$ cat src/rtl/core/pidl_pkg.sv
// Shared types and codes for the positional insert/delete list.
`default_nettype none
package pidl_pkg;

    localparam int DATA_W = 32;
    localparam int POS_W  = 6;
    localparam int IDX_W  = 6;

    localparam logic [1:0] MODE_TRAVERSE = 2'd0;
    localparam logic [1:0] MODE_INSERT   = 2'd1;
    localparam logic [1:0] MODE_DELETE   = 2'd2;
    localparam logic [1:0] MODE_UNUSED   = 2'd3;

    localparam logic [1:0] STATUS_OK    = 2'd0;
    localparam logic [1:0] STATUS_FULL  = 2'd1;
    localparam logic [1:0] STATUS_EMPTY = 2'd2;
    localparam logic [1:0] STATUS_RANGE = 2'd3;

    typedef enum logic [1:0] {
        CELL_HOLD,
        CELL_INSERT,
        CELL_DELETE,
        CELL_ROTATE
    } t_cell_op;

    typedef struct packed {
        t_cell_op         op;
        logic [IDX_W-1:0] idx;
        logic [IDX_W-1:0] tail;
    } t_cell_cmd;

endpackage
`default_nettype wire

$ cat src/rtl/core/pidl_cell.sv
// One list cell: holds an entry and takes it from a neighbour, the input or the head.
`default_nettype none
module pidl_cell #(
    parameter int IDX = 0
) (
    input  wire logic                               i_clk,
    input  wire pidl_pkg::t_cell_cmd                i_cmd,
    input  wire logic signed [pidl_pkg::DATA_W-1:0] i_value,
    input  wire logic signed [pidl_pkg::DATA_W-1:0] i_left,
    input  wire logic signed [pidl_pkg::DATA_W-1:0] i_right,
    input  wire logic signed [pidl_pkg::DATA_W-1:0] i_head,
    output logic signed [pidl_pkg::DATA_W-1:0]      o_entry
);
    import pidl_pkg::*;

    localparam logic [IDX_W-1:0] IDX_V = IDX_W'(IDX);

    logic signed [DATA_W-1:0] r_entry;
    logic signed [DATA_W-1:0] n_entry;

    always_comb begin
        n_entry = r_entry;
        case (i_cmd.op)
            CELL_INSERT: begin
                if (IDX_V == i_cmd.idx) begin
                    n_entry = i_value;
                end else if (IDX_V > i_cmd.idx) begin
                    n_entry = i_left;
                end
            end
            CELL_DELETE: begin
                if (IDX_V >= i_cmd.idx) begin
                    n_entry = i_right;
                end
            end
            CELL_ROTATE: begin
                n_entry = (IDX_V == i_cmd.tail) ? i_head : i_right;
            end
            default: begin
                n_entry = r_entry;
            end
        endcase
    end

    always_ff @(posedge i_clk) begin
        r_entry <= n_entry;
    end

    assign o_entry = r_entry;

endmodule
`default_nettype wire

$ cat src/rtl/core/positional_insert_delete_list_top.sv
// Top level of the positional insert/delete list: control and the row of cells.
//
// Command channel: a transaction is taken at a rising edge with start high and
// busy low. i_mode selects traverse, insert or delete; i_position is 1-based;
// i_value is the entry to insert. Mode 3 is taken and ignored.
// Result channel: o_valid marks each result for one cycle; it cannot be held off.
// Insert and delete shift the cells from the position onward in parallel in the
// cycle of acceptance; their single result is registered for the next cycle, and
// a new command may follow at once, so they run at one transaction per cycle.
// Traverse of N entries rotates the row of cells by one place per cycle, with
// busy high throughout; its results then follow at one per cycle, o_last on the
// final one, which is shown in the first cycle with busy low. After N rotations
// the row is back in order. An empty traverse gives one result with status empty
// and does not raise busy.
// Errors (full, empty, position out of range) give one result and change nothing.
// Reset clears the fill count and the controller; entries need no reset as no
// entry is read before it has been written.
`default_nettype none
module positional_insert_delete_list_top #(
    parameter int CAPACITY = 32
) (
    input  wire logic                               i_clk,
    input  wire logic                               i_rst_n,
    input  wire logic                               start,
    input  wire logic [1:0]                         i_mode,
    input  wire logic [pidl_pkg::POS_W-1:0]         i_position,
    input  wire logic signed [pidl_pkg::DATA_W-1:0] i_value,
    output logic                                    busy,
    output logic                                    o_valid,
    output logic signed [pidl_pkg::DATA_W-1:0]      o_data,
    output logic [1:0]                              o_status,
    output logic                                    o_last,
    output logic [5:0]                              o_fill_count
);
    import pidl_pkg::*;

    localparam int CW = $clog2(CAPACITY + 1);

    typedef enum logic {
        ST_IDLE,
        ST_TRAV
    } t_state;

    t_state                   r_state;
    logic [CW-1:0]            r_count;
    logic [IDX_W-1:0]         r_trav;

    logic [6:0]               cnt7;
    logic                     accept;
    logic                     full;
    logic                     ins_ok;
    logic                     del_ok;
    logic                     trav_end;
    t_cell_cmd                cmd;
    logic signed [DATA_W-1:0] w_entry [CAPACITY];

    assign cnt7     = 7'(r_count);
    assign busy     = (r_state == ST_TRAV);
    assign accept   = start && !busy;
    assign full     = (cnt7 >= 7'(CAPACITY));
    assign ins_ok   = (i_position != '0) && (7'(i_position) <= (cnt7 + 7'd1));
    assign del_ok   = (i_position != '0) && (7'(i_position) <= cnt7);
    assign trav_end = (r_trav == cmd.tail);

    always_comb begin
        cmd.op   = CELL_HOLD;
        cmd.idx  = IDX_W'(i_position - POS_W'(1));
        cmd.tail = IDX_W'(cnt7 - 7'd1);
        if (busy) begin
            cmd.op = CELL_ROTATE;
        end else if (accept) begin
            if ((i_mode == MODE_INSERT) && !full && ins_ok) begin
                cmd.op = CELL_INSERT;
            end else if ((i_mode == MODE_DELETE) && (cnt7 != 7'd0) && del_ok) begin
                cmd.op = CELL_DELETE;
            end
        end
    end

    for (genvar g = 0; g < CAPACITY; g++) begin : g_cell
        logic signed [DATA_W-1:0] w_left;
        logic signed [DATA_W-1:0] w_right;
        if (g == 0) begin : g_first
            assign w_left = '0;
        end else begin : g_mid_l
            assign w_left = w_entry[g-1];
        end
        if (g == CAPACITY - 1) begin : g_end
            assign w_right = w_entry[g];
        end else begin : g_mid_r
            assign w_right = w_entry[g+1];
        end
        pidl_cell #(
            .IDX (g)
        ) u_cell (
            .i_clk   (i_clk),
            .i_cmd   (cmd),
            .i_value (i_value),
            .i_left  (w_left),
            .i_right (w_right),
            .i_head  (w_entry[0]),
            .o_entry (w_entry[g])
        );
    end

    always_ff @(posedge i_clk) begin
        if (!i_rst_n) begin
            r_state <= ST_IDLE;
            r_count <= '0;
            r_trav  <= '0;
            o_valid <= 1'b0;
        end else begin
            o_valid <= 1'b0;
            case (r_state)
                ST_IDLE: begin
                    if (accept) begin
                        o_data       <= '0;
                        o_last       <= 1'b1;
                        o_fill_count <= cnt7[5:0];
                        case (i_mode)
                            MODE_TRAVERSE: begin
                                if (cnt7 == 7'd0) begin
                                    o_valid  <= 1'b1;
                                    o_status <= STATUS_EMPTY;
                                end else begin
                                    r_state <= ST_TRAV;
                                    r_trav  <= '0;
                                end
                            end
                            MODE_INSERT: begin
                                o_valid <= 1'b1;
                                if (full) begin
                                    o_status <= STATUS_FULL;
                                end else if (!ins_ok) begin
                                    o_status <= STATUS_RANGE;
                                end else begin
                                    o_status     <= STATUS_OK;
                                    r_count      <= CW'(cnt7 + 7'd1);
                                    o_fill_count <= 6'(cnt7 + 7'd1);
                                end
                            end
                            MODE_DELETE: begin
                                o_valid <= 1'b1;
                                if (cnt7 == 7'd0) begin
                                    o_status <= STATUS_EMPTY;
                                end else if (!del_ok) begin
                                    o_status <= STATUS_RANGE;
                                end else begin
                                    o_status     <= STATUS_OK;
                                    r_count      <= CW'(cnt7 - 7'd1);
                                    o_fill_count <= 6'(cnt7 - 7'd1);
                                end
                            end
                            default: begin
                                o_valid <= 1'b0;
                            end
                        endcase
                    end
                end
                ST_TRAV: begin
                    o_valid      <= 1'b1;
                    o_data       <= w_entry[0];
                    o_status     <= STATUS_OK;
                    o_last       <= trav_end;
                    o_fill_count <= cnt7[5:0];
                    if (trav_end) begin
                        r_state <= ST_IDLE;
                    end else begin
                        r_trav <= r_trav + IDX_W'(1);
                    end
                end
                default: begin
                    r_state <= ST_IDLE;
                end
            endcase
        end
    end

endmodule
`default_nettype wire

$ cat config.mk
export PLATFORM = sky130hd
export DESIGN_NAME = positional_insert_delete_list_top
export DESIGN_NICKNAME = d
export VERILOG_FILES = /design/src/rtl/core/pidl_pkg.sv /design/src/rtl/core/pidl_cell.sv /design/src/rtl/core/positional_insert_delete_list_top.sv
export SDC_FILE = /design/constraint.sdc
export NUM_CORES = 2
export LEC_CHECK = 0
export BUFFER_PORTS_ARGS = -buffer_cell sky130_fd_sc_hd__buf_2
export CAP_MARGIN = 20
export CORE_AREA = 2 2 429 431
export CTS_CLUSTER_SIZE = 8
export DETAILED_ROUTE_END_ITERATION = 7
export DIE_AREA = 0 0 431 433
export PLACE_DENSITY_LB_ADDON = 0.05
export SYNTH_ARGS = -nofsm -noshare
export SYNTH_HDL_FRONTEND = slang
export SYNTH_SLANG_ARGS = --single-unit
$ cat constraint.sdc
create_clock -name i_clk -period 6.3 [get_ports i_clk]
set_clock_uncertainty 0.2 [all_clocks]
set_input_delay 1.26 -clock i_clk [delete_from_list [all_inputs] [get_ports i_clk]]
set_output_delay 1.26 -clock i_clk [all_outputs]
set_load 0.01 [all_outputs]
==> Word-level counts from Yosys, hierarchy flattened <==
Index checks and enable logic that the tools add are counted.
{ "totals": {"in_bits": 43, "output_inout_bits": 43, "register_bits": 1079} }
{ "classes": {"n_bitwise": 1, "n_mux": 196, "reduce_logical": 54, "eq_ne": 139, "order_cmp": 66, "add_sub_neg": 4} }
{ "ops": {"columns": ["op", "count"], "rows": [
  ["32-bit two-way mux", 128],
  ["32-bit case mux with 3 select lines", 31],
  ["5-bit by 6-bit equality test with 1-bit output, first input constant", 32],
  ["32-bit case mux with 2 select lines", 2],
  ["4-bit by 6-bit equality test with 1-bit output, first input constant", 16],
  ["5-bit by 6-bit greater-than comparator with 1-bit output, first input constant", 16],
  ["3-bit by 1-bit != test with 1-bit output, second input constant", 32],
  ["3-bit AND reduction", 31],
  ["5-bit by 6-bit >= comparator with 1-bit output, first input constant", 15],
  ["2-bit by 1-bit != test with 1-bit output, second input constant", 33],
  ["6-bit two-way mux", 9],
  ["3-bit by 6-bit equality test with 1-bit output, first input constant", 8],
  ["4-bit by 6-bit >= comparator with 1-bit output, first input constant", 8],
  ["4-bit by 6-bit greater-than comparator with 1-bit output, first input constant", 8],
  ["6-bit case mux with 2 select lines", 3],
  ["2-bit by 6-bit equality test with 1-bit output, first input constant", 4],
  ["3-bit by 6-bit >= comparator with 1-bit output, first input constant", 4],
  ["3-bit by 6-bit greater-than comparator with 1-bit output, first input constant", 4],
  ["2-bit two-way mux", 10],
  ["1-bit by 6-bit equality test with 1-bit output, first input constant", 2],
  ["1-bit by 6-bit >= comparator with 1-bit output, first input constant", 2],
  ["2-bit by 6-bit >= comparator with 1-bit output, first input constant", 2],
  ["1-bit by 6-bit greater-than comparator with 1-bit output, first input constant", 2],
  ["2-bit by 6-bit greater-than comparator with 1-bit output, first input constant", 2],
  ["29 further kinds", 56]
]} }

==> Depth between registers and ports, before layout <==
{ "depth": {"word_depth": 10, "depth_mapped": 15} }

==> By module <==
Synthesis repeated with hierarchy kept, for this count alone.
{ "hier_totals": {"hier_cells": 7179, "hier_area_um2": 72012.8} }
{ "by_module_without_submodules": {"columns": ["module", "seq_area_each_um2", "instances", "area_each_um2", "cells_each"], "rows": [
  ["positional_insert_delete_list_top", 1511.4, 1, 3296.9, 303],
  ["pidl_cell at g_cell[6].u_cell", 960.9, 1, 2587.5, 303],
  ["pidl_cell at g_cell[29].u_cell", 960.9, 1, 2479.9, 272],
  ["pidl_cell at g_cell[7].u_cell", 960.9, 1, 2448.6, 273],
  ["pidl_cell at g_cell[5].u_cell", 960.9, 1, 2384.8, 269],
  ["pidl_cell at g_cell[24].u_cell", 960.9, 1, 2369.8, 237],
  ["pidl_cell at g_cell[14].u_cell", 960.9, 1, 2322.2, 241],
  ["pidl_cell at g_cell[9].u_cell", 960.9, 1, 2297.2, 268],
  ["pidl_cell at g_cell[21].u_cell", 960.9, 1, 2257.2, 241],
  ["pidl_cell at g_cell[25].u_cell", 960.9, 1, 2250.9, 241],
  ["pidl_cell at g_cell[28].u_cell", 960.9, 1, 2250.9, 237],
  ["pidl_cell at g_cell[19].u_cell", 960.9, 1, 2214.6, 183],
  ["pidl_cell at g_cell[10].u_cell", 960.9, 1, 2208.4, 183],
  ["pidl_cell at g_cell[18].u_cell", 960.9, 1, 2207.1, 183],
  ["+19 rows", null, null, null, null]
]} }

==> Least setup slack after synthesis <==
Ideal clock, no wire load.
{ "synth_timing": {"path_type": "register -> register", "startpoint": "reg r_count[0]", "endpoint": "reg g_cell[31].u_cell.r_entry[0] (enable)", "path_slack_ns": 0.669, "setup_ns": 0.470, "synth_period_minus_slack_ns": 5.631, "path_stages_with_launch": 11, "n_path_buf": 1, "t_required_ns": 5.630, "t_arrival_ns": 4.961, "cell_sequence": "dfxtp_1 -> clkbuf_1 -> inv_1 -> nor4_1 -> xnor2_1 -> ha_1 -> and3_1 -> a21boi_0 -> o21ai_0 -> nand2_1 -> o31ai_1"} }
{ "synth_between": {"elab_chain_cells": 10} }
{ "synth_rtl": {"columns": ["element", "line", "source"], "rows": [
  ["from (decl)", "positional_insert_delete_list_top.sv:45", "logic [CW-1:0] r_count;"],
  ["from (signal assigned)", "positional_insert_delete_list_top.sv:138", "r_count <= CW'(cnt7 + 7'd1);"],
  ["from (signal assigned)", "positional_insert_delete_list_top.sv:150", "r_count <= CW'(cnt7 - 7'd1);"],
  ["6-bit by 1-bit adder with 7-bit output (tied with other cells)", null, null],
  ["6-bit by 7-bit less-or-equal comparator with 1-bit output (tied with other cells)", "positional_insert_delete_list_top.sv:61", "assign ins_ok = (i_position != '0) && (7'(i_position) <= (cnt7 + 7'd1));"],
  ["1-bit logical AND, on equally long branches", "positional_insert_delete_list_top.sv:61, positional_insert_delete_list_top.sv:72, positional_insert_delete_list_top.sv:74", null],
  ["1-bit logical AND / 2-bit two-way mux (equally long branches)", "positional_insert_delete_list_top.sv:72, positional_insert_delete_list_top.sv:74", null],
  ["2-bit two-way mux", "positional_insert_delete_list_top.sv:72", "if ((i_mode == MODE_INSERT) && !full && ins_ok) begin"],
  ["2-bit two-way mux", "positional_insert_delete_list_top.sv:71", "end else if (accept) begin"],
  ["2-bit two-way mux", "positional_insert_delete_list_top.sv:69", "if (busy) begin"],
  ["2-bit by 1-bit equality test with 1-bit output / 2-bit equality test (equally long branches)", "pidl_cell.sv:23", "case (i_cmd.op)"],
  ["3-bit by 1-bit != test with 1-bit output (no line) (tied with other cells)", null, null],
  ["3-bit AND reduction (no line) (*)", null, null],
  ["to (signal assigned)", "pidl_cell.sv:46", "r_entry <= n_entry;"],
  ["to (decl)", "pidl_cell.sv:18", "logic signed [DATA_W-1:0] r_entry;"]
]} }
Every way passes the cells marked *; elsewhere a longest branch is shown, timed or not.
A chain may end at the register's enable or synchronous reset.

==> Worst setup path after layout <==
{ "layout_timing": {"startpoint": "reg r_count[4]", "endpoint": "reg g_cell[20].u_cell.r_entry[25] (enable)"} }
{ "layout_between": {"elab_chain_cells": 10} }
{ "layout_rtl": {"columns": ["element", "line"], "rows": [
  ["6-bit by 1-bit adder with 7-bit output (tied with other cells)", null],
  ["6-bit by 7-bit less-or-equal comparator with 1-bit output (tied with other cells)", "positional_insert_delete_list_top.sv:61"],
  ["1-bit logical AND, on equally long branches", "positional_insert_delete_list_top.sv:61, positional_insert_delete_list_top.sv:72, positional_insert_delete_list_top.sv:74"],
  ["1-bit logical AND / 2-bit two-way mux (equally long branches)", "positional_insert_delete_list_top.sv:72, positional_insert_delete_list_top.sv:74"],
  ["2-bit two-way mux (*)", "positional_insert_delete_list_top.sv:72"],
  ["2-bit two-way mux (*)", "positional_insert_delete_list_top.sv:71"],
  ["2-bit two-way mux (*)", "positional_insert_delete_list_top.sv:69"],
  ["2-bit by 1-bit equality test with 1-bit output / 2-bit equality test (equally long branches)", "pidl_cell.sv:23"],
  ["3-bit by 1-bit != test with 1-bit output (no line) (tied with other cells)", null],
  ["3-bit AND reduction (no line) (*)", null],
  ["to (signal assigned)", "pidl_cell.sv:46"],
  ["to (decl)", "pidl_cell.sv:18"]
]} }
Marked as above.

==> flow_summary.json <==
{
  "cts_buffers": 154,
  "post_drt_wl_per_cell_um": 32.9,
  "fin_crit_ps": 5040,
  "gr-total-overflow": 0,
  "rsz0062_at_grt": "false",
  "fp.dieW_um": 431,
  "vias": 59200,
  "cp-end-kind": "flip-flop",
  "combPwrFrac_pct": 5.6,
  "postCtsHoldBufs": 0,
  "fin_setup_tns_ps": 0,
  "cts.htree.levels": 4,
  "core_area_um2": 182000,
  "synthesis.nets": 6657,
  "antenna_found_initial": 4,
  "fmax_mhz": 199,
  "avgSynthCellArea_um2": 11.0,
  "whs_path_depth": 2,
  "ir_drop_uv": 215,
  "post-route-drc-count": 0,
  "cap_violations": 0,
  "syn_area_um2": 72400,
  "seqPwrFrac_pct": 47.7,
  "instances_no_fill": 8619,
  "power_frac_clock_pct": 46.7,
  "gp_congestion": 0.883,
  "synth-simple-area-share_pct": 8.96,
  "synth_most_common_cell": "mux2i_1",
  "die_y_um": 433,
  "synth_adder_area_share_pct": 0.449,
  "synth_top_family_by_area": "multiplexers",
  "p_sw_mw": 4.05,
  "dr.pass1.iters": 8,
  "dieArea_um2": 187000,
  "ys.flop_type": "edfxtp_1",
  "synth_top_area_share_pct": 44.1,
  "ys_types": 75,
  "rr_worst_depth": 11,
  "synth_compound_area_share_pct": 15.2,
  "syn_to_final_growth_pct": 10.0,
  "grt_pass1_wl_um": 416000,
  "synth_xor_area_share_pct": 0.301,
  "layout.nets": 6271,
  "crit_type": "flip-flop to flip-flop",
  "cp.required_ps": 6640,
  "grt_max_degree": 183,
  "maxSlewHeadroom_pct": 10.3,
  "core.rowCount": 157,
  "cp-start-kind": "flip-flop",
  "synth_warnings": 0,
  "cts_num_sinks": 1079,
  "hpwlAfterDp_um": 172000,
  "cts_max_path_buffers": 3,
  "leakagePower_nw": 31.8,
  "async_reset_ff_share_pct": 0,
  "tightest_slew_ps": 1350,
  "swShare_pct": 24.1,
  "finalHoldViolations": 0,
  "cts_tree": "yes",
  "diodes": 0,
  "ios": 86,
  "dr.first_iter.drc_count": 6089,
  "hp-class": "flip-flop to flip-flop",
  "grt_pass1_vias": 59300,
  "dp.cells": 8431,
  "crit_arrival_ps": 5380,
  "post-route-util_pct": 43.8,
  "synth_cells": 6588,
  "drive_gt1_share_pct": 14.1,
  "synthMuxAreaShare_pct": 25.3,
  "finalCritPeriodShare_pct": 79.9,
  "ctsResizeCount": 0,
  "power_density_nw_per_um2": 211,
  "yosys-top-cells-count": "1508 x mux2i_1, 1065 x edfxtp_1, 731 x nand3_1",
  "post_cts_buffers": 0,
  "crit_path_max_fanout": 15,
  "drtAntennaViolNets": 0,
  "synth_top_area_cell": "edfxtp_1",
  "cts-root-buf": "clkbuf_16",
  "clk_latency_ps": 800,
  "ys_ff_latch": 1079,
  "status": "finished, final reports clean",
  "report.final.slew_viol_count": 0,
  "wl_um": 283000,
  "port_buffers": 85,
  "yosysSeqAreaShare_pct": 44.5,
  "synth_edf_count": 1065,
  "rrSetupSlack_ps": 1260,
  "synth_area_leaders": "edfxtp_1 44%, mux2i_1 21%, o221ai_1 6.2%",
  "intPower_mw": 12.8,
  "cts.clk_slew.worst_paths_ps": 50,
  "finalSetupViolations": 0,
  "gr-usage-all-layers_pct": 29.4,
  "vias_per_cell": 6.87,
  "initial_core_util_pct": 39.8,
  "whs_ps": 307
}
==> cell type report <==
class	count	area [µm²]
tap	2385	2980
clock inverter	6	83.8
fill	16900	102000
clock buffer	182	4140
sequential	1079	32300
timing repair buffer	312	3030
inverter	85	327
multi-input combinational	4570	36900
==> logic make-up (layout without fill, tap and decap cells) <==
| logic type | Yosys count | in the layout |
|---|---|---|
| xor+xnor | 24 | 24 |
| compound gates | 1331 | 1331 |
| mux | 1794 | 1794 |
| fa+ha+maj | 26 | 26 |
| buf+inv | 939 | 585 |
| flops | 1079 | 1079 |
| simple gates | 1395 | 1395 |
==> cells in the final DEF, fill, tap and decap left out, drive strengths merged, types with 5 or more instances in the layout <==
master and n:
mux2 286, nand2b 9, a31o 9, a22oi 6, or3b 6, o221ai 515
nor2b 11, nand2 374, clkbuf 182, nor4 6, edfxtp 1065, nor3 11
dfxtp 14, nor3b 7, o31ai 8, nand3 734, and3 8, xnor2 20
mux2i 1508, o211ai 165, nand3b 5, or2 6, a41o 12, ha 26
inv 87, nand4 9, a31oi 164, o21ai 83, o21a 5, a32oi 9
buf 312, a221o 287, nor2 194, a21oi 28
==> metal layers <==
metal	track usage, %	routed length [µm]
met5	0	49
met4	10.1	9440
met3	3.66	16100
met2	49.1	137000
met1	39.4	121000
==> power by group through the flow <==
stage          Clock [mW]  Combinational (mW)  Sequential, mW
2_1_floorplan           0               0.573            8.14
3_3_place_gp            0               0.921            8.16
3_5_place_dp            0               0.927            8.16
4_1_cts              8.02               0.929            8.02
5_1_grt              8.25               0.990            8.03
6_report             7.87               0.937            8.02
==> worst paths after layout <==
| kind | endpoint | start |
|---|---|---|
| setup / recovery | g_cell[20].u_cell.o_entry[25] | r_count[4] |
| hold / removal | r_trav[1] | r_trav[1] |
| setup reg to reg | g_cell[20].u_cell.o_entry[25] | r_count[4] |
| hold reg to reg | r_trav[1] | r_trav[1] |
==> critical path, cell delays in order (launching register included) <==
cell	delay, ps
dfxtp_1	620
clkinv_1	170
nor4_1	470
xnor2_1	180
ha_1	270
and3_1	210
a21boi_0	140
o21ai_0	390
nand2_1	280
a211oi_2	1030
a32oi_4	480
buf_12	300
==> stage by stage <==
| step | instance area (µm²) | power [mW] | setup WS, ps |
|---|---|---|---|
| finish | 79700 | 16.8 | 1260 |
| global route | 79700 | 17.3 | 1100 |
| CTS | 79700 | 17.0 | 1280 |
| detailed placement | 75500 | 9.09 | 1030 |
| global placement | 75500 | 9.09 | 985 |
| floorplan | 72400 | 8.71 | 669 |
==> flip-flops by register name, summed over array words and instances (netlist names) <==
name	flops
o_data	32
o_valid	1
o_fill_count	6
o_status	2
r_count	6
r_trav	6
g_cell.u_cell.o_entry	1024
o_last	1
busy	1
No activity file was read; power rests on OpenSTA's default activity.
